<file path="src/rtl/pmfb_pkg.sv">
// shared types and constants for the page mode mono framebuffer
// operation codes, state codes, controller command and status structs
// no dependencies
package pmfb_pkg;

    localparam int STORE_DEPTH    = 512;
    localparam int MEM_AW         = 9;
    localparam int PTR_W          = 10;
    localparam int COORD_W        = 10;
    localparam int EXT_W          = 11;
    localparam int COLOR_W        = 2;
    localparam int BYTE_W         = 8;
    localparam int OP_W           = 3;
    localparam int S_DATA_W       = 56;
    localparam int DEFAULT_WIDTH  = 128;
    localparam int DEFAULT_HEIGHT = 32;

    localparam logic [COLOR_W-1:0] COLOR_CLEAR  = 2'd0;
    localparam logic [COLOR_W-1:0] COLOR_SET    = 2'd1;
    localparam logic [COLOR_W-1:0] COLOR_TOGGLE = 2'd2;
    localparam logic [COLOR_W-1:0] COLOR_NONE   = 2'd3;

    typedef enum logic [OP_W-1:0] {
        OP_PIXEL    = 3'd0,
        OP_FILL     = 3'd1,
        OP_SET_PTR  = 3'd2,
        OP_WR_BYTE  = 3'd3,
        OP_RD_BYTE  = 3'd4
    } op_t;

    typedef enum logic [3:0] {
        ST_CLEAR,
        ST_IDLE,
        ST_PIX_RD,
        ST_PIX_WR,
        ST_PTR_MUL,
        ST_PTR_SET,
        ST_WR_BYTE,
        ST_RD_ISSUE,
        ST_RD_OUT,
        ST_FILL_SETUP,
        ST_FILL_PAGE,
        ST_FILL_RD,
        ST_FILL_WR
    } state_t;

    typedef struct packed {
        logic capture;
        logic clr;
        logic pix_rd;
        logic rmw_wr;
        logic ptr_mul;
        logic ptr_set;
        logic wr_byte;
        logic rd_issue;
        logic out_load;
        logic fill_setup;
        logic fill_page;
        logic fill_rd;
        logic fill_wr;
    } fb_cmd_t;

    typedef struct packed {
        logic clr_done;
        logic fill_empty;
        logic row_end;
        logic last_page;
        logic out_free;
    } fb_stat_t;

endpackage

</file>
<file path="src/rtl/pmfb_ctrl.sv">
// controller state machine for the page mode mono framebuffer
// sequences the store clear, operations and fill walk through fb_cmd_t
// depends on pmfb_pkg
module pmfb_ctrl
    import pmfb_pkg::*;
(
    input  logic            aclk,
    input  logic            aresetn,
    input  logic            s_tvalid,
    output logic            s_tready,
    input  logic [OP_W-1:0] s_tuser,
    input  fb_stat_t        stat,
    output fb_cmd_t         cmd
);

    state_t state_reg, state_next;

    always_ff @(posedge aclk) begin
        if (!aresetn) begin
            state_reg <= ST_CLEAR;
        end else begin
            state_reg <= state_next;
        end
    end

    always_comb begin
        state_next = state_reg;
        cmd        = '0;
        s_tready   = 1'b0;
        case (state_reg)
            ST_CLEAR: begin
                cmd.clr = 1'b1;
                if (stat.clr_done) begin
                    state_next = ST_IDLE;
                end
            end
            ST_IDLE: begin
                s_tready    = 1'b1;
                cmd.capture = s_tvalid;
                if (s_tvalid) begin
                    case (op_t'(s_tuser))
                        OP_PIXEL:   state_next = ST_PIX_RD;
                        OP_FILL:    state_next = ST_FILL_SETUP;
                        OP_SET_PTR: state_next = ST_PTR_MUL;
                        OP_WR_BYTE: state_next = ST_WR_BYTE;
                        OP_RD_BYTE: state_next = ST_RD_ISSUE;
                        default:    state_next = ST_IDLE;
                    endcase
                end
            end
            ST_PIX_RD: begin
                cmd.pix_rd = 1'b1;
                state_next = ST_PIX_WR;
            end
            ST_PIX_WR: begin
                cmd.rmw_wr = 1'b1;
                state_next = ST_IDLE;
            end
            ST_PTR_MUL: begin
                cmd.ptr_mul = 1'b1;
                state_next  = ST_PTR_SET;
            end
            ST_PTR_SET: begin
                cmd.ptr_set = 1'b1;
                state_next  = ST_IDLE;
            end
            ST_WR_BYTE: begin
                cmd.wr_byte = 1'b1;
                state_next  = ST_IDLE;
            end
            ST_RD_ISSUE: begin
                cmd.rd_issue = 1'b1;
                state_next   = ST_RD_OUT;
            end
            ST_RD_OUT: begin
                if (stat.out_free) begin
                    cmd.out_load = 1'b1;
                    state_next   = ST_IDLE;
                end
            end
            ST_FILL_SETUP: begin
                cmd.fill_setup = 1'b1;
                state_next     = ST_FILL_PAGE;
            end
            ST_FILL_PAGE: begin
                if (stat.fill_empty) begin
                    state_next = ST_IDLE;
                end else begin
                    cmd.fill_page = 1'b1;
                    state_next    = ST_FILL_RD;
                end
            end
            ST_FILL_RD: begin
                cmd.fill_rd = 1'b1;
                state_next  = ST_FILL_WR;
            end
            ST_FILL_WR: begin
                cmd.rmw_wr  = 1'b1;
                cmd.fill_wr = 1'b1;
                if (!stat.row_end) begin
                    state_next = ST_FILL_RD;
                end else if (stat.last_page) begin
                    state_next = ST_IDLE;
                end else begin
                    state_next = ST_FILL_PAGE;
                end
            end
            default: begin
                state_next = ST_IDLE;
            end
        endcase
    end

endmodule

</file>
<file path="config.mk">
export PLATFORM = sky130hd
export DESIGN_NAME = pmfb_ctrl
export DESIGN_NICKNAME = d
export VERILOG_FILES = /design/src/rtl/pmfb_pkg.sv /design/src/rtl/pmfb_ctrl.sv
export SDC_FILE = /design/constraint.sdc
export NUM_CORES = 1
export LEC_CHECK = 0
export BUFFER_PORTS_ARGS = -buffer_cell sky130_fd_sc_hd__buf_2
export CAP_MARGIN = 20
export CORE_MARGIN = 2
export CORE_UTILIZATION = 40
export DETAILED_ROUTE_END_ITERATION = 10
export PLACE_DENSITY = 0.7
export SYNTH_ARGS = -nofsm -noshare
export SYNTH_HDL_FRONTEND = slang
export SYNTH_SLANG_ARGS = --single-unit
export TNS_END_PERCENT = 10
</file>
<file path="constraint.sdc">
create_clock -name aclk -period 1.7 [get_ports aclk]
set_input_delay 0.425 -clock aclk [delete_from_list [all_inputs] [get_ports aclk]]
set_output_delay 0.425 -clock aclk [all_outputs]
set_load 0.05 [all_outputs]
</file>
* Yosys cells after proc, flatten, opt, wreduce, memory -nomap -nowiden
Index checks and enable logic that the tools add are counted.
** Word-level totals
- Bits in registers :: 4
- Word-level logic and storage cells :: 48
- Output and inout port bits :: 14
** Cells by class
- Multiplexer cells :: 24
- Reduce and logical (&&, ||, !) cells :: 4
- Equal/unequal tests :: 19
** Operator list (number)
- $pmux 4 s10 :: 1
- $mux 4 :: 6
- $eq 4x4->1 const B :: 5
- $pmux 4 s5 :: 1
- $eq 4x3->1 const B :: 4
- $mux 1 :: 16
- $eq 4x2->1 const B :: 2
- $eq 3x2->1 const B :: 2
- $ne 2x2->1 const B :: 3
- $eq 4x1->1 const B :: 1
- $logic_not 4->1 :: 1
- $eq 3x1->1 const B :: 1
- $eq 3x3->1 const B :: 1
- $logic_not 3->1 :: 1
- $reduce_and 3->1 :: 1
- $reduce_or 2->1 :: 1

* Logic depth before layout (Yosys ltp)
Gate-level depths: netlist of the first run.
- Depth in word-level cells :: 4
- Depth in mapped cells :: 5
- Gate-level depth less buffers :: 4

* Worst setup path after synthesis of the first run
Ideal clock, no wire load.
- Path type :: reg-to-output
- From :: reg state_reg[0]
- To :: out cmd[12] in the netlist's numbering
- Path slack :: -0.529 ns
- Data arrival time :: 1.804 ns
- Cell stages (with the launch flop) :: 5
- Buffers on the path :: 1
- Cells stage by stage :: dfxtp_1 -> clkbuf_4 -> nand2b_2 -> nor3_2 -> and2_1
** RTL lines
- start, declared :: line pmfb_ctrl.sv:16 : state_t state_reg, state_next;
- start signal, assigned :: line pmfb_ctrl.sv:22 : state_reg <= state_next;
- end, declared :: line pmfb_ctrl.sv:13 : output fb_cmd_t cmd

==> results of run 1 <==
## through the flow
step | power, W | util (%)
after global placement | 0.0002194 | 56.90
after floorplan | 0.0001889 | -
after detailed placement | 0.0002200 | 56.90
after CTS | 0.0003517 | 61.83
final | 0.0003470 | 63.71
after global routing | 0.0003706 | 63.71
## worst paths after layout
| kind | start | endpoint | slack, ns | depth (start not counted) |
|---|---|---|---|---|
| worst min register to register | state_reg[0]$_SDFFE_PN0P_ | state_reg[3]$_SDFFE_PN0P_ | 0.69 | 3 |
| worst min-delay path | aresetn | state_reg[3]$_SDFFE_PN0P_ | 0.46 | 3 |
| worst max-delay path | state_reg[1]$_SDFFE_PN0P_ | cmd[9] | 0.02 | 4 |
| worst max register to register | state_reg[2]$_SDFFE_PN0P_ | state_reg[0]$_SDFFE_PN0P_ | 0.28 | 5 |
## final cells by class
| type | count | share of cell area [%] |
|---|---|---|
| clock buffer | 3 | 2.786 |
| inverter | 4 | 1.858 |
| multi-input combinational | 55 | 53.25 |
| tap | 15 | 2.322 |
| sequential | 4 | 10.53 |
| timing repair buffer | 32 | 29.26 |
## layer usage
layer | global-route usage (%) | share of wire [%] | up-vias
met2 | 33.33 | 49 | 15
met1 | 23.45 | 47 | 288
li1 | - | - | 307
met3 | 3.333 | 3.4 | 2
met4 | 7.500 | 0.79 | 0
met5 | 0 | 0 | -
## placed cells by master, fill, tap and decap left out, types with 2 or more instances in the layout
master	netlist	layout
xor2_1	2	2
nor2_1	8	7
nor2b_1	5	5
nor3_4	1	2
o21ai_0	2	2
dfxtp_2	0	4
nor3_2	1	4
and3b_1	2	2
a21oi_1	3	3
clkbuf_4	1	4
inv_1	4	4
nand2b_1	3	2
buf_6	3	3
buf_4	1	12
a21o_1	2	2
nand2_1	5	5
buf_2	0	14
## timing repair
item	in CTS	in global routing
endpoints found under the hold margin	0	0
gates resized for setup	15	11
setup endpoints to repair	13	14
## kinds of logic after synthesis
kind of cell / after synthesis / synth area share (%)
compound gates: 18 / 29.11
xor+xnor: 2 / 3.287
buf+inv: 9 / 11.97
flops: 4 / 15.02
mux: 1 / 2.113
simple gates: 34 / 38.50
## power groups by stage
| stage | Clock, W | Combinational, W | Sequential [W] |
|---|---|---|---|
| floorplan | 0 | 0.0000891 | 0.0000998 |
| global placement | 0 | 0.000116 | 0.000104 |
| detailed placement | 0 | 0.000116 | 0.000104 |
| CTS | 0.000123 | 0.000125 | 0.000104 |
| global route | 0.000129 | 0.000137 | 0.000104 |
| finish | 0.000116 | 0.000127 | 0.000104 |
## tightest hold or removal path, stage by stage
cell,delay [ns]
buf_2,0.09
inv_1,0.09
a221oi_2,0.04
==> run_results.csv, run 1 <==
group,metric,value,unit
detailed_routing,vias_per_cell,5.416,
clock_tree,clkTransAtPathRegs,0.04,ns
pwr,p_clk_share,33.3,%
yosys,yosysTopAreaCellShare,15.02,%
pwr,swShare,33.29,%
yosys,ys.flop_type,"dfxtp_1",
yosys,synth_top_cell_by_area,"dfxtp_1",
job,drv_cap,0,
global_routing,grt_pass1_vias,510,
layout,n_fill_cell,119,
yosys,yosysWarnings,0,
clock_tree,cts_setup_buffers,0,
detailed_routing,vias,612,
placed_design,dpl_cell_area,721.9,µm²
layout,drive_gt1_share,57.14,%
worst_setup_path,crit_buf_inv,2,
die,core_area,0.001269,mm²
placed_design,routabilityCongestion,0.8298,
clock_tree,cts_hold_buf,0,
detailed_routing,dr.first_iter.drc_count,7,
clock_tree,clock-sinks,4,
die,start_util,42.01,%
worst_setup_path,cp_slowest_cell,"dfxtp_2",
worst_setup_path,critPathLaunchType,"register",
global_routing,grt_pass1_wl,2.104,mm
placed_design,detailed_place_hpwl,1.121,mm
timing,final.min_clock_period,1.679,ns
detailed_routing,dr.pass1.iters,4,
timing,setup_tns,0,ns
timing,hold_violations,0,
placed_design,place_inst,110,
timing,tightest_slew,0.4166,ns
clock_tree,clk_latency,0.23,ns
worst_setup_path,path_cells,"buf_12 > nand2b_1 > o22ai_1 > buf_4",
status,status,"finished, final reports clean",
global_routing,grt_remaining_overflow,0,
timing,clock_skew,0.00007135,ns
global_routing,grt_max_degree,8,
worst_setup_path,max_stage_delay,0.39,ns
clock_tree,cts_root_buffer,"clkbuf_4",
worst_setup_path,required,1.27,ns
layout,final_net_count,111,
yosys,synth_edf_count,0,
timing,rsz0062_at_grt,"yes",
worst_setup_path,critPathMaxFanout,7,
yosys,synth_most_common_cell,"nor2_1",
pwr,p_per_area,429.3,mW/mm²
clock_tree,htreeDepth,1,
worst_setup_path,crit_type,"register to output port",
worst_setup_path,crit_arrival,1.25,ns
layout,seqCellArea,85.08,µm²
detailed_routing,wl_per_cell,12.25,µm
layout,syn2layout_area_growth,51.64,%
detailed_routing,antenna_left,0,
timing,fmax,595.5,MHz
worst_setup_path,crit_path_end_kind,"output port",
timing,maxSlewViolCount,0,
placed_design,pre_cts_slack,0.09946,ns
layout,multi_input_area,430.4,µm²
worst_setup_path,critical_path.top_delay_family,"flip-flops",
yosys,netlist_area,533.0,µm²
pwr,pwr-share-seq,30.0,%
layout,stdcell_area,808.3,µm²
pwr,ir_drop,0.0004919,V
layout,finalNonFillerCells,113,
die,die_h,40.51,µm
yosys,syn_inst,68,
layout,diodes,0,
pwr,power_frac_comb,36.7,%
die,die_area,0.001641,mm²
yosys,synth_common_cells,"nor2_1, nand2_1, nor2b_1",
timing,relSlewSlack,71.88,%
clock_tree,cts_buffers,3,
yosys,syn_nets,79,
die,row_count,13,
timing,hold_ws,0.4643,ns
timing,fin_ws,0.02074,ns
detailed_routing,wirelength,1.384,mm
die,ioPinCount,25,
pwr,p_leak,0.3771,nW
clock_tree,cts_tree,"built",
die,die_x,40.51,µm
timing,setup_viol,0,
yosys,ys_ff_latch,4,
detailed_routing,drc,0,
yosys,async_reset_ff_share,0,%
yosys,ys_seq_area_share,15.02,%
global_routing,antenna_found_initial,0,
layout,largest_register_ffs,4,
yosys,syn_area_per_cell,7.838,µm²
timing,period_share,98.78,%
placed_design,io_buffers,24,
pwr,power.switching,0.0001155,W
yosys,synthDistinctLibCells,34,
yosys,synthTopCellsByArea,"dfxtp_1, buf_6, nor2b_1",
clock_tree,cts_buffer_depth,2,
min_path,min_path_type,"input port to register",
global_routing,grt_usage,19.37,%
pwr,intPower,0.0002315,W
(Power assumes the default switching activity.)
==> run 2, diff against run 1 <==
CTS_BUF_LIST = sky130_fd_sc_hd__clkbuf_8   (was not set)
==> run_results.csv, run 2 (same netlist as run 1, synthesis figures left out) <==
group,metric,value,unit
min_path,min_path_type,"input port to register",
pwr,p_per_area,528.2,mW/mm²
worst_setup_path,crit_start,"state_reg[1]$_SDFFE_PN0P_",
die,row_count,13,
min_path,min_from,"aresetn",
detailed_routing,antenna_left,0,
placed_design,dpl_cell_area,721.9,µm²
detailed_routing,drc,0,
clock_tree,cts_tree,"built",
placed_design,io_buffers,24,
layout,syn2layout_area_growth,52.58,%
job,drv_cap,0,
die,core_area,0.001269,mm²
detailed_routing,dr.pass1.iters,2,
timing,period_share,98.69,%
layout,stdcell_area,813.3,µm²
pwr,p_leak,0.3819,nW
placed_design,routabilityCongestion,0.8298,
detailed_routing,vias_per_cell,5.283,
pwr,ir_drop,0.0004209,V
worst_setup_path,crit_type,"register to output port",
clock_tree,cts_buffer_depth,2,
timing,fmax,596.1,MHz
die,ioPinCount,25,
die,start_util,42.01,%
worst_setup_path,worstSetupEndpoint,"cmd[5]",
layout,final_cell_mix,"buf_2, buf_4, nor2_1",
timing,clock_skew,0.0007547,ns
worst_setup_path,setup.reg_to_reg.worst_slack,0.28,ns
worst_setup_path,r2r_start,"state_reg[2]$_SDFFE_PN0P_",
timing,hold_violations,0,
timing,setup_tns,0,ns
layout,diodes,0,
worst_setup_path,critPathLaunchType,"register",
timing,final.min_clock_period,1.678,ns
detailed_routing,dr.first_iter.drc_count,6,
worst_setup_path,required,1.27,ns
timing,setup_viol,0,
global_routing,grt_max_degree,8,
layout,n_fill_cell,129,
global_routing,grt_usage,20.27,%
global_routing,grt_pass1_wl,2.187,mm
timing,maxSlewViolCount,0,
worst_setup_path,crit_path_end_kind,"output port",
clock_tree,clkTransAtPathRegs,0.03,ns
worst_setup_path,worstRegToRegCells,5,
layout,multi_input_area,430.4,µm²
placed_design,place_inst,110,
worst_setup_path,crit_arrival,1.25,ns
layout,final_common_cell,"buf_2",
die,die_h,40.51,µm
global_routing,antenna_found_initial,0,
status,status,"finished, final reports clean",
detailed_routing,vias,597,
detailed_routing,wirelength,1.449,mm
clock_tree,cts_root_buffer,"clkbuf_8",
clock_tree,cts_hold_buf,0,
layout,drive_gt1_share,57.14,%
layout,final_net_count,111,
clock_tree,cts_buffers,3,
placed_design,detailed_place_hpwl,1.121,mm
clock_tree,clock-sinks,4,
timing,tightest_slew,0.4167,ns
layout,seqCellArea,85.08,µm²
detailed_routing,wl_per_cell,12.82,µm
clock_tree,clk_latency,0.22,ns
timing,relSlewSlack,71.87,%
die,die_x,40.51,µm
worst_setup_path,critPathMaxFanout,7,
die,die_area,0.001641,mm²
clock_tree,htreeDepth,1,
layout,finalNonFillerCells,113,
global_routing,grt_remaining_overflow,0,
layout,largest_register_ffs,4,
worst_setup_path,reg2reg_to,"state_reg[0]$_SDFFE_PN0P_",
global_routing,grt_pass1_vias,517,
pwr,total_power,0.0004296,W
run 2: changes by cell type in the layout (fill, tap and decap cells not counted):
cell / change
buf_2: +1
buf_6: -1
buf_8: -1
clkbuf_4: -2
clkbuf_8: +3
run 2: critical path: stages, from the launching register on:
cell and delay [ns]:
dfxtp_2 0.39, buf_12 0.14, nand2b_1 0.13, nor2_1 0.14
clkbuf_4 0.24
run 2: how the worst min path moves through the flow:
stage,endpoint,slack (ns),cells after the start
3_5_place_dp,state_reg[3]$_SDFFE_PN0P_,0.71,3
3_3_place_gp,state_reg[3]$_SDFFE_PN0P_,0.71,3
2_1_floorplan,state_reg[3]$_SDFFE_PN0P_,0.59,2
5_1_grt,state_reg[3]$_SDFFE_PN0P_,0.51,3
6_report,state_reg[3]$_SDFFE_PN0P_,0.48,3
4_1_cts,state_reg[3]$_SDFFE_PN0P_,0.49,3
run 2: routing by layer:
metal	GRT usage (%)	part of all wire (%)	routed length, µm	vias to the layer above
met4	7.500	1.1	16	0
met3	3.333	3.9	57	3
met1	24.10	44	637	274
met2	35.71	51	738	18
met5	0	0	0	-
li1	-	-	-	302
run 2: power breakdown:
| group | switching [W] | internal, W | leakage [nW] | total, W |
|---|---|---|---|---|
| Clock | 0.0000481 | 0.000151 | 0.0216 | 0.000199 |
| Combinational | 0.0000727 | 0.0000535 | 0.326 | 0.000126 |
| Sequential | 0.00000641 | 0.0000981 | 0.0343 | 0.000105 |
run 2: metrics by stage:
step / util, % / setup WS, ns / hold slack, ns
finish: 64.10 / 0.02235 / 0.4825
detailed placement: 56.90 / 0.09946 / 0.7082
CTS: 63.02 / 0.003631 / 0.4859
floorplan: - / -0.2835 / 0.5901
global route: 64.10 / -0.01984 / 0.5072
global placement: 56.90 / 0.1362 / 0.7093
run 2: repair_timing:
item | CTS | global route
setup buffers | 0 | 0
gates cloned | 0 | 0
endpoints found under the setup margin | 12 | 12
endpoints found under the hold margin | 0 | 0
pin swaps | 0 | 0
resized for setup | 14 | 6
run 2: layout make-up:
cell class,instances,share of cell area (%)
Timing Repair Buffer,32,27.38
Inverter,4,1.846
Sequential cell,4,10.46
Multi-Input combinational cell,55,52.92
Clock buffer,3,5.077
Tap cell,15,2.308
==> run 3, diff against run 2 <==
CELL_PAD_IN_SITES_DETAIL_PLACEMENT = 1   (was not set)
CELL_PAD_IN_SITES_GLOBAL_PLACEMENT = 1   (was not set)
CORE_ASPECT_RATIO = 1.25   (was not set)
CORE_UTILIZATION = 32   (was 40)
PLACE_DENSITY = not set   (was 0.7)
PLACE_DENSITY_LB_ADDON = 0.1   (was not set)
==> run_results.csv, run 3 (same netlist as run 1, synthesis figures left out) <==
group,metric,value,unit
detailed_routing,antenna_left,0,
pwr,p_per_area,523.9,mW/mm²
worst_setup_path,path_cells,"nand2b_4 > nor3_4 > and2_4 > buf_8",
clock_tree,clock-sinks,4,
global_routing,grt_pass1_wl,2.477,mm
global_routing,grt_usage,18.28,%
worst_setup_path,crit_start,"state_reg[2]$_SDFFE_PN0P_",
layout,n_fill_cell,198,
timing,rsz0062_at_grt,"yes",
timing,period_share,99.84,%
placed_design,routabilityCongestion,0.7320,
layout,drive_gt1_share,58.42,%
timing,hold_ws,0.4858,ns
clock_tree,cts_buffer_depth,2,
detailed_routing,wirelength,1.685,mm
clock_tree,htreeDepth,1,
die,die_area,0.002010,mm²
job,drv_cap,0,
worst_setup_path,crit_path_end_kind,"output port",
worst_setup_path,crit_type,"register to output port",
pwr,ir_drop,0.0006257,V
layout,diodes,0,
worst_setup_path,reg2reg_to,"state_reg[0]$_SDFFE_PN0P_",
detailed_routing,drc,0,
worst_setup_path,worstRegToRegCells,5,
pwr,power.switching,0.0001283,W
die,core_area,0.001562,mm²
die,die_x,40.51,µm
layout,largest_register_ffs,4,
die,start_util,34.13,%
worst_setup_path,r2r_start,"state_reg[2]$_SDFFE_PN0P_",
min_path,min_path_type,"input port to register",
die,row_count,16,
status,status,"finished, final reports clean",
timing,fmax,589.2,MHz
die,die_h,49.63,µm
pwr,p_clk_share,44.7,%
placed_design,io_buffers,24,
worst_setup_path,cp_slowest_cell,"dfxtp_2",
worst_setup_path,critPathLaunchType,"register",
pwr,power_frac_comb,31.4,%
global_routing,grt_max_degree,10,
timing,hold_violations,0,
global_routing,grt_remaining_overflow,0,
layout,multi_input_area,430.4,µm²
timing,tightest_slew,0.4163,ns
worst_setup_path,worstSetupEndpoint,"cmd[12]",
layout,seqCellArea,85.08,µm²
pwr,intPower,0.0003089,W
worst_setup_path,setup.reg_to_reg.worst_slack,0.23,ns
worst_setup_path,max_stage_delay,0.33,ns
pwr,pwr-share-seq,23.9,%
pwr,total_power,0.0004372,W
layout,final_common_cell,"buf_4",
timing,clock_skew,0.0001212,ns
clock_tree,cts_tree,"built",
timing,setup_tns,0,ns
layout,syn2layout_area_growth,56.57,%
detailed_routing,vias_per_cell,5.269,
global_routing,antenna_found_initial,0,
timing,final.min_clock_period,1.697,ns
timing,setup_viol,0,
clock_tree,clk_latency,0.21,ns
die,ioPinCount,25,
timing,relSlewSlack,71.53,%
detailed_routing,vias,627,
clock_tree,cts_root_buffer,"clkbuf_8",
detailed_routing,dr.pass1.iters,1,
detailed_routing,dr.first_iter.drc_count,0,
global_routing,grt_pass1_vias,576,
clock_tree,clkTransAtPathRegs,0.03,ns
pwr,swShare,29.34,%
detailed_routing,wl_per_cell,14.16,µm
layout,final_net_count,114,
pwr,p_leak,0.3973,nW
worst_setup_path,crit_arrival,1.27,ns
placed_design,detailed_place_hpwl,1.340,mm
clock_tree,cts_buffers,3,
layout,final_cell_mix,"buf_4, buf_2, nor2_1",
worst_setup_path,required,1.27,ns
worst_setup_path,critPathMaxFanout,5,
timing,maxSlewViolCount,0,
==> run 3: stage by stage <==
step / utilization, % / cell area (µm²) / std cells / worst slack, ns
after CTS: 50.80 / 793.3 / 117 / -0.06869
final: 53.45 / 834.6 / 119 / 0.002804
after floorplan: - / 559.3 / 68 / -0.2835
after detailed placement: 46.15 / 720.7 / 114 / 0.1065
after global routing: 53.45 / 834.6 / 119 / -0.05291
after global placement: 46.15 / 720.7 / 114 / 0.1041
==> run 3: worst min path at each step <==
| stage | startpoint | cells after the start | slack, ns | to |
|---|---|---|---|---|
| after detailed placement | aresetn | 3 | 0.71 | state_reg[3]$_SDFFE_PN0P_ |
| final | aresetn | 3 | 0.49 | state_reg[3]$_SDFFE_PN0P_ |
| after global routing | aresetn | 3 | 0.51 | state_reg[3]$_SDFFE_PN0P_ |
| after CTS | aresetn | 3 | 0.48 | state_reg[3]$_SDFFE_PN0P_ |
| after floorplan | aresetn | 2 | 0.59 | state_reg[3]$_SDFFE_PN0P_ |
| after global placement | aresetn | 3 | 0.72 | state_reg[3]$_SDFFE_PN0P_ |
==> run 3: layout make-up <==
type / instances / area share (%)
Multi-Input combinational cell: 55 / 51.57
Timing Repair Buffer: 35 / 28.79
Clock buffer: 3 / 4.948
Tap cell: 18 / 2.699
Inverter: 4 / 1.799
Sequential cell: 4 / 10.19
==> run 3: power groups by stage <==
stage	registers [W]	clock network (W)	logic (W)
final	0.000104	0.000196	0.000137
after floorplan	0.0000998	0	0.0000891
after global routing	0.000104	0.000211	0.000149
after detailed placement	0.000104	0	0.000119
after global placement	0.000104	0	0.000118
after CTS	0.000103	0.000202	0.000123
==> run 3: critical path: cells and delay by family, from the launching register on <==
kind,cells,cell delay (ns)
flops,1,0.33
buf+inv,1,0.13
simple gates,3,0.59
==> run 3: what timing repair did <==
item                                    in CTS  in global routing
resized for setup                           13                  9
endpoints found under the setup margin      11                 11
hold buffers                                 0                  0
buffers inserted                             0                  2
pin swaps                                    0                  1
==> run 3: routing by layer <==
metal / routed length [µm] / global-route usage (%)
met1: 694 / 23.81
met2: 888 / 28.04
met3: 77 / 3.153
met4: 24 / 8.333
met5: 0 / 0
